`src/hdl/radix_tree_key_map_top_assert.svh`:
```
// assertion macros for the radix tree key map
`ifndef RADIX_TREE_KEY_MAP_TOP_ASSERT_SVH
`define RADIX_TREE_KEY_MAP_TOP_ASSERT_SVH

// same-cycle implication check
`define RTKM_ASSERT_NOW(lbl, cond, conseq, msg) \
  lbl: assert property (@(posedge clk) disable iff (!rst_n) (cond) |-> (conseq)) \
    else $error(msg);

// next-cycle implication check
`define RTKM_ASSERT_NEXT(lbl, cond, conseq, msg) \
  lbl: assert property (@(posedge clk) disable iff (!rst_n) (cond) |=> (conseq)) \
    else $error(msg);

`endif

```
`src/hdl/rtkm_pkg.sv`:
```
// shared types and codes for the radix tree key map
package rtkm_pkg;

  localparam int LEVEL_BITS_DEF = 4;
  localparam int LEVELS_DEF     = 4;
  localparam int NODES_DEF      = 256;

  // request codes
  localparam logic [1:0] FUNC_INSERT = 2'd0;
  localparam logic [1:0] FUNC_LOOKUP = 2'd1;
  localparam logic [1:0] FUNC_DELETE = 2'd2;

  // status codes
  localparam logic [1:0] ST_OK      = 2'd0;
  localparam logic [1:0] ST_MISSING = 2'd1;
  localparam logic [1:0] ST_FULL    = 2'd2;

  typedef struct packed {
    logic [1:0]  func;
    logic [15:0] key;
    logic [31:0] value;
  } rtkm_in_t;

  typedef struct packed {
    logic [1:0]  status;
    logic [31:0] found_value;
  } rtkm_out_t;

  // node pool requests
  typedef struct packed {
    logic pop;
    logic push;
  } rtkm_pool_req_t;

endpackage

```
`src/hdl/rtkm_ram.sv`:
```
// generic single write port ram with registered read
module rtkm_ram #(
  parameter int WIDTH = 8,
  parameter int DEPTH = 256,
  localparam int AW = $clog2(DEPTH)
) (
  input  logic             clk,
  input  logic             we,
  input  logic [AW-1:0]    waddr,
  input  logic [WIDTH-1:0] wdata,
  input  logic             re,
  input  logic [AW-1:0]    raddr,
  output logic [WIDTH-1:0] rdata
);

  logic [WIDTH-1:0] mem [DEPTH];

  // write port and held registered read
  always_ff @(posedge clk) begin
    if (we) begin
      mem[waddr] <= wdata;
    end
    if (re) begin
      rdata <= mem[raddr];
    end
  end

endmodule

```
`src/hdl/rtkm_pool.sv`:
```
// free node stack with fill-count initialization
module rtkm_pool import rtkm_pkg::*; #(
  parameter int NODES = NODES_DEF,
  localparam int NW = $clog2(NODES)
) (
  input  logic           clk,
  input  logic           rst_n,
  input  rtkm_pool_req_t req,
  input  logic [NW-1:0]  push_node,
  output logic [NW:0]    count,
  output logic [NW-1:0]  pop_node
);

  logic [NW:0]   fc_r, fc_nxt;
  logic [NW:0]   min_r, min_nxt;
  logic          init_sel_r;
  logic [NW-1:0] init_val_r;
  logic [NW:0]   top_idx;
  logic [NW-1:0] ram_q;
  logic          push_ok;

  assign top_idx = fc_r - 1'b1;
  assign push_ok = req.push && (fc_r < (NW+1)'(NODES));
  assign count   = fc_r;

  // entries below the low mark were never written; a pop there returns NODES-1 minus the index
  always_comb begin
    fc_nxt  = fc_r;
    min_nxt = min_r;
    if (req.pop) begin
      fc_nxt = top_idx;
      if (top_idx < min_r) begin
        min_nxt = top_idx;
      end
    end else if (push_ok) begin
      fc_nxt = fc_r + 1'b1;
    end
  end

  always_ff @(posedge clk) begin
    if (!rst_n) begin
      fc_r  <= (NW+1)'(NODES);
      min_r <= (NW+1)'(NODES);
    end else begin
      fc_r  <= fc_nxt;
      min_r <= min_nxt;
    end
  end

  // pop side selection data
  always_ff @(posedge clk) begin
    if (req.pop) begin
      init_sel_r <= top_idx < min_r;
      init_val_r <= NW'(NODES - 1) - top_idx[NW-1:0];
    end
  end

  rtkm_ram #(.WIDTH(NW), .DEPTH(2**NW)) u_stack (
    .clk   (clk),
    .we    (push_ok),
    .waddr (fc_r[NW-1:0]),
    .wdata (push_node),
    .re    (req.pop),
    .raddr (top_idx[NW-1:0]),
    .rdata (ram_q)
  );

  assign pop_node = init_sel_r ? init_val_r : ram_q;

endmodule

```
`config.mk`:
```
export PLATFORM = sky130hd
export DESIGN_NAME = rtkm_pool
export DESIGN_NICKNAME = d
export VERILOG_FILES = /design/src/hdl/radix_tree_key_map_top_assert.svh /design/src/hdl/rtkm_pkg.sv /design/src/hdl/rtkm_ram.sv /design/src/hdl/rtkm_pool.sv
export SDC_FILE = /design/constraint.sdc
export NUM_CORES = 2
export LEC_CHECK = 0
export ABC_AREA = 1
export BUFFER_PORTS_ARGS = -buffer_cell sky130_fd_sc_hd__buf_4
export CAP_MARGIN = 10
export CELL_PAD_IN_SITES_DETAIL_PLACEMENT = 0
export CELL_PAD_IN_SITES_GLOBAL_PLACEMENT = 1
export CORE_MARGIN = 2
export CORE_UTILIZATION = 30
export CTS_CLUSTER_SIZE = 20
export DETAILED_ROUTE_END_ITERATION = 10
export PLACE_DENSITY_LB_ADDON = 0.1
export SLEW_MARGIN = 15
export SYNTH_ARGS = -nofsm -noshare
export SYNTH_HDL_FRONTEND = slang
export SYNTH_HIERARCHICAL = 1
export SYNTH_SLANG_ARGS = --single-unit
export TNS_END_PERCENT = 1
```
`constraint.sdc`:
```
create_clock -name clk -period 2.3 [get_ports clk]
set_input_delay 0.23 -clock clk [delete_from_list [all_inputs] [get_ports clk]]
set_output_delay 0.23 -clock clk [all_outputs]
set_load 0.01 [all_outputs]
```
# == After elaboration in Yosys (flattened, before gate mapping) ==
# Memories as Yosys holds them, arrays and structs flattened. A register that Yosys moved wholly into a read port is not among the register bits.
# Index checks and enable logic that the tools add are counted.
# op_classes
n_mux,5
add_sub_neg,3
n_lt_le_gt_ge,2
multipliers,0
div_mod_pow,0
n_eq_ne,0
n_shift,0
n_bitwise,0
reduce_logical,3
# ops
cell,count
$mux 9,2
$add 9x1->9 const B,1
$lt 9x9->1,1
$lt 9x9->1 const B,1
$sub 9x1->9 const B,1
$mux 8,1
$sub 8x8->8 const A,1
$mux 1,2
$reduce_and 2->1,1
$reduce_bool 2->1,1
$logic_and 1x1->1,1
# totals
latch_bits,0
mem_count,1
romBits,0
ram_bits,2048
ff_bits,27
# mem_list
name,words,word_bits,rd,rd_clocked_by_memory_dff,write_ports,line,rtl
u_stack.mem,256,8,1,1,1,rtkm_ram.sv:16,logic [WIDTH-1:0] mem [DEPTH];

# == Logic depth before layout (Yosys ltp) ==
# depth
depth_word,4
ltp_mapped,16

# == Cells and area by module ==
# The synthesis kept the hierarchy.
# modules_own_cells
mod,n_inst,area_per_inst_um2,cells_per_inst,seq_area_each_um2
rtkm_ram,1,83476.3,7003,61739.2
rtkm_pool,1,1692.9,218,630.6

# == Worst setup path before layout ==
# OpenSTA, ideal clock, no wires.
# synth_timing
kind,reg2reg
start,reg fc_r[0] (netlist: count[0])
end,"reg u_stack.rdata[5], read port of u_stack.mem (data pin)"
path_slack_ns,-0.216
required_ns,2.170
arrival_time_ns,2.386
setup_time_ns,0.130
stages_incl_launch_ff,17
path_cell_list,dfxtp_1 inv_1 ha_1 xnor2_1 inv_1 buf_2 inv_1 buf_2 clkbuf_1 nand3_1 nand3_1 nand3_1 nand3_1 nand3_1 nand2_1 nand2_1 nand2_1
# synth_between
elab_chain_cells,1
# synth_lines
item,line,rtl
"start, declared",rtkm_pool.sv:14,"logic [NW:0] fc_r, fc_nxt;"
"start signal, assigned",rtkm_pool.sv:42,fc_r <= (NW+1)'(NODES);
"start signal, assigned",rtkm_pool.sv:45,fc_r <= fc_nxt;
$sub 9x1->9,rtkm_pool.sv:22,assign top_idx = fc_r - 1'b1;
via top_idx[0],rtkm_pool.sv:18,logic [NW:0] top_idx;
"end, declared",rtkm_ram.sv:13,output logic [WIDTH-1:0] rdata
# The timed path passes the listed nets, and every way through them passes these cells.
# A chain may end at the register's enable or synchronous reset.

# == Final worst setup path ==
# layout_timing
start,reg fc_r[0] (netlist: count[0])
end,"reg u_stack.rdata[3], read port of u_stack.mem (data pin)"
# The elaborated chain is that of the path after synthesis.

==> summary.md <==
| Metric | Value |
|---|---|
| Syn avg cell area | 11.8 um^2 |
| Share of cells above drive strength 1 | 21.4% |
| Hold WS | 195 ps |
| Failing checks | negative setup slack |
| Final hold violations | 0 |
| Non-filler cells, final | 11900 |
| Relative slew slack | 43.9% |
| Pins Over Slew Limit | 0 |
| I/O pin count | 29 |
| Critical Path AT | 3310 ps |
| Mapped Cells | 7221 |
| Syn nets | 7243 |
| Vias/cell | 4.91 |
| Row count | 195 |
| Routed Antenna Nets | 0 |
| Die Ht | 537 um |
| Cts bufs inserted | 238 |
| DRC | 0 |
| Status | finished, violations left |
| Overall Power | 103 mW |
| Worst vdd ir | 0.665 mV |
| Final number of setup-violating endpoints | 25 |
| Final Cell Area | 109000 um^2 |
| Die area | 288000 um^2 |
| Yosys warnings | 6 |
| Max_cap viols | 0 |
| Leak Pwr | 39.2 nW |
| Aggregate global routing overflow | 0 |
| Delay of the slowest critical-path stage | 400 ps |
| Yosys cell types | 32 |
| Placer Congestion | 0.786 |
| Initial core utilization | 30.2% |
| HP Class | primary input to register |
| Routed length per instance | 26.1 um |
| # clock sinks | 2083 |
| Clock Latency Late Sink | 900 ps |
| Via Count | 58200 |
| Drt first pass iters | 5 |
| Fin util | 38.6% |
| Placed inst area | 95800 um^2 |
| Critical path class | register to register |
| CP required | 2950 ps |
| Layout area overhead | 27.8% |
| CTS tree | done |
| Final nets | 7937 |
| Largest net degree at the start of global routing | 104 |
| CP max FO | 7 |
| Core area | 282000 um^2 |
| Initial drt markers | 4692 |
| CTS Root Cell | clkbuf_16 |
| Synthesized flop and latch total | 2083 |
| Initial antenna violation count | 17 |
| Netlist Area Pre-Place | 85200 um^2 |
| Slowest-stage cell, CP | dfxtp_4 |
| Final setup TNS | -4880 ps |
| Slew @ Worst Pin | 842 ps |
| Fin worst setup slack | -358 ps |
| Post-Route WL | 309000 um |
| Startpoint types | register |
| DP Worst Slack | -1230 ps |
| Power Density | 950 nW/um^2 |
| RSZ-0062 raised after global routing | yes |
| H-tree levels | 4 |
| IO Port Bufs | 28 |
| GR Util All Layers | 21.3% |
| Die W | 537 um |
| First-pass GRT wire length | 443000 um |
| Clock skew | 52.2 ps |
| FMAX | 376 MHz |
| Fillers | 27100 |
| Crit share post-route | 116% |
| Vias in the first global route | 58300 |
| Clk buf depth | 4 |
| Worst-path clk slew | 60 ps |
| Inst Count DP | 11300 |
| Detail Placement HPWL | 191000 um |
| Critical path endpoint category | register |
| Fin crit period | 2660 ps |
| Worst-path cell chain | inv_8 > ha_4 > inv_12 > inv_16 > buf_16 > buf_16 > buf_12 > buf_8 > nand3_1 > nand3_1 > nand3_2 > nand3_2 > nand3_1 > nand3_2 > nand2_1 > nand2_1 > nand2_1 |
| Register area share after synthesis | 73.2% |
[Yosys cell counts]
cell | number | area, um^2
o21ai_0 | 3 | 15.0
xnor2_1 | 1 | 8.76
nor3_1 | 2 | 10.0
clkbuf_8 | 1 | 13.8
a21oi_1 | 7 | 35.0
a21boi_0 | 1 | 7.51
edfxtp_1 | 2065 | 62000
o211ai_1 | 1 | 7.51
a211oi_1 | 3 | 22.5
nand4_4 | 1 | 21.3
a21oi_4 | 1 | 16.3
nor2_1 | 311 | 1170
nand4_1 | 4 | 25.0
nand4_2 | 1 | 12.5
nand3_1 | 2032 | 10200
buf_8 | 1 | 15.0
buf_4 | 47 | 353
xor2_1 | 4 | 35.0
inv_2 | 6 | 22.5
buf_6 | 17 | 191
ha_1 | 10 | 125
xor2_2 | 2 | 32.5
inv_4 | 1 | 6.26
nor2_2 | 3 | 18.8
buf_2 | 269 | 1350
nand3_2 | 3 | 30.0
nand2_1 | 2175 | 8160
inv_1 | 70 | 263
clkbuf_1 | 113 | 424
mux2_2 | 8 | 90.1
dfxtp_1 | 18 | 360
buf_1 | 40 | 150
[logic make-up after synthesis]
| group | Yosys count | synth area share [%] |
|---|---|---|
| DFF | 2083 | 73.2 |
| and+or+nand+nor | 4532 | 23.0 |
| xor gates and xnor gates | 7 | 0.0896 |
| AOI/OAI and AO/OA | 16 | 0.122 |
| buffers and inverters | 565 | 3.27 |
| muxes | 8 | 0.106 |
| adders and majority gates | 10 | 0.147 |
[critical path: cells and delay by family, from the launching register on]
family	cells	cell delay (ps)
buf+inv	7	910
simple gates	9	770
flops	1	400
fa+ha+maj	1	310
[path summary, 6_finish.rpt]
| kind | startpoint | to | slack (ps) | cells past startpoint |
|---|---|---|---|---|
| worst max-delay path | count[0]$_SDFFE_PN0P_ | u_stack/rdata[3]$_DFFE_PP_ | -360 | 17 |
| worst min register to register | min_r[1]$_SDFFE_PN0P_ | min_r[1]$_SDFFE_PN0P_ | 460 | 2 |
| worst min-delay path | push_node[1] | u_stack/mem[126][1]$_DFFE_PP_ | 190 | 2 |
| worst max register to register | count[0]$_SDFFE_PN0P_ | u_stack/rdata[3]$_DFFE_PP_ | -360 | 17 |
[where the power goes]
| part | internal [mW] | switching (mW) |
|---|---|---|
| sequential | 42.0 | 0.183 |
| combinational | 9.04 | 15.3 |
| clock | 21.1 | 15.8 |
| total | 72.1 | 31.3 |
[sequential cells by signal (all words and copies together) (netlist names)]
register and flops:
count 9, init_sel_r 1, init_val_r 8, min_r 9, u_stack/mem 2048, u_stack/rdata 8
[layout make-up]
| class | count | area, um^2 | area share, % |
|---|---|---|---|
| Tap cell | 3743 | 4680 | 4.30 |
| Clock buffer | 291 | 6200 | 5.69 |
| Clock inverter | 143 | 1220 | 1.12 |
| Timing Repair Buffer | 941 | 11100 | 10.2 |
| Inverter | 77 | 382 | 0.351 |
| Antenna cell | 5 | 12.5 | 0.0115 |
| Timing Repair inverter | 1 | 20.0 | 0.0184 |
| Multi-Input combinational cell | 4573 | 22900 | 21.0 |
| Sequential cell | 2083 | 62400 | 57.3 |
[layer usage]
layer	global-route usage (%)	wire length (um)	vias to the layer above
met5	0	0	-
met3	2.44	12600	343
met1	29.8	141000	29600
met2	35.6	150000	1215
li1	-	-	27100
met4	4.38	6180	0
[what timing repair did]
| item | 4_1_cts | 5_1_grt |
|---|---|---|
| cloned | 39 | 0 |
| resized for setup | 669 | 20 |
| endpoints found under the hold margin | 1051 | 0 |
| endpoints found under the setup margin | 133 | 145 |
| hold buffers | 12 | 0 |
| setup buffers | 83 | 0 |
| pin swaps | 143 | 2 |
[placed cells by master, fill, tap and decap left out, drive strengths merged, types with 8 or more instances in the layout]
cell type    netlist  layout
clkbuf           114     291
bufbuf             0      20
clkinv             0     111
nand2           2175    2175
nand3           2035    2035
ha                10      10
dlygate4sd3        0      12
edfxtp          2065    2065
bufinv             0      19
inv               77      80
mux2               8       8
buf              374     909
nor2             314     314
clkinvlp           0      11
a21oi              8       8
dfxtp             18      18
(Power assumes the default switching activity.)
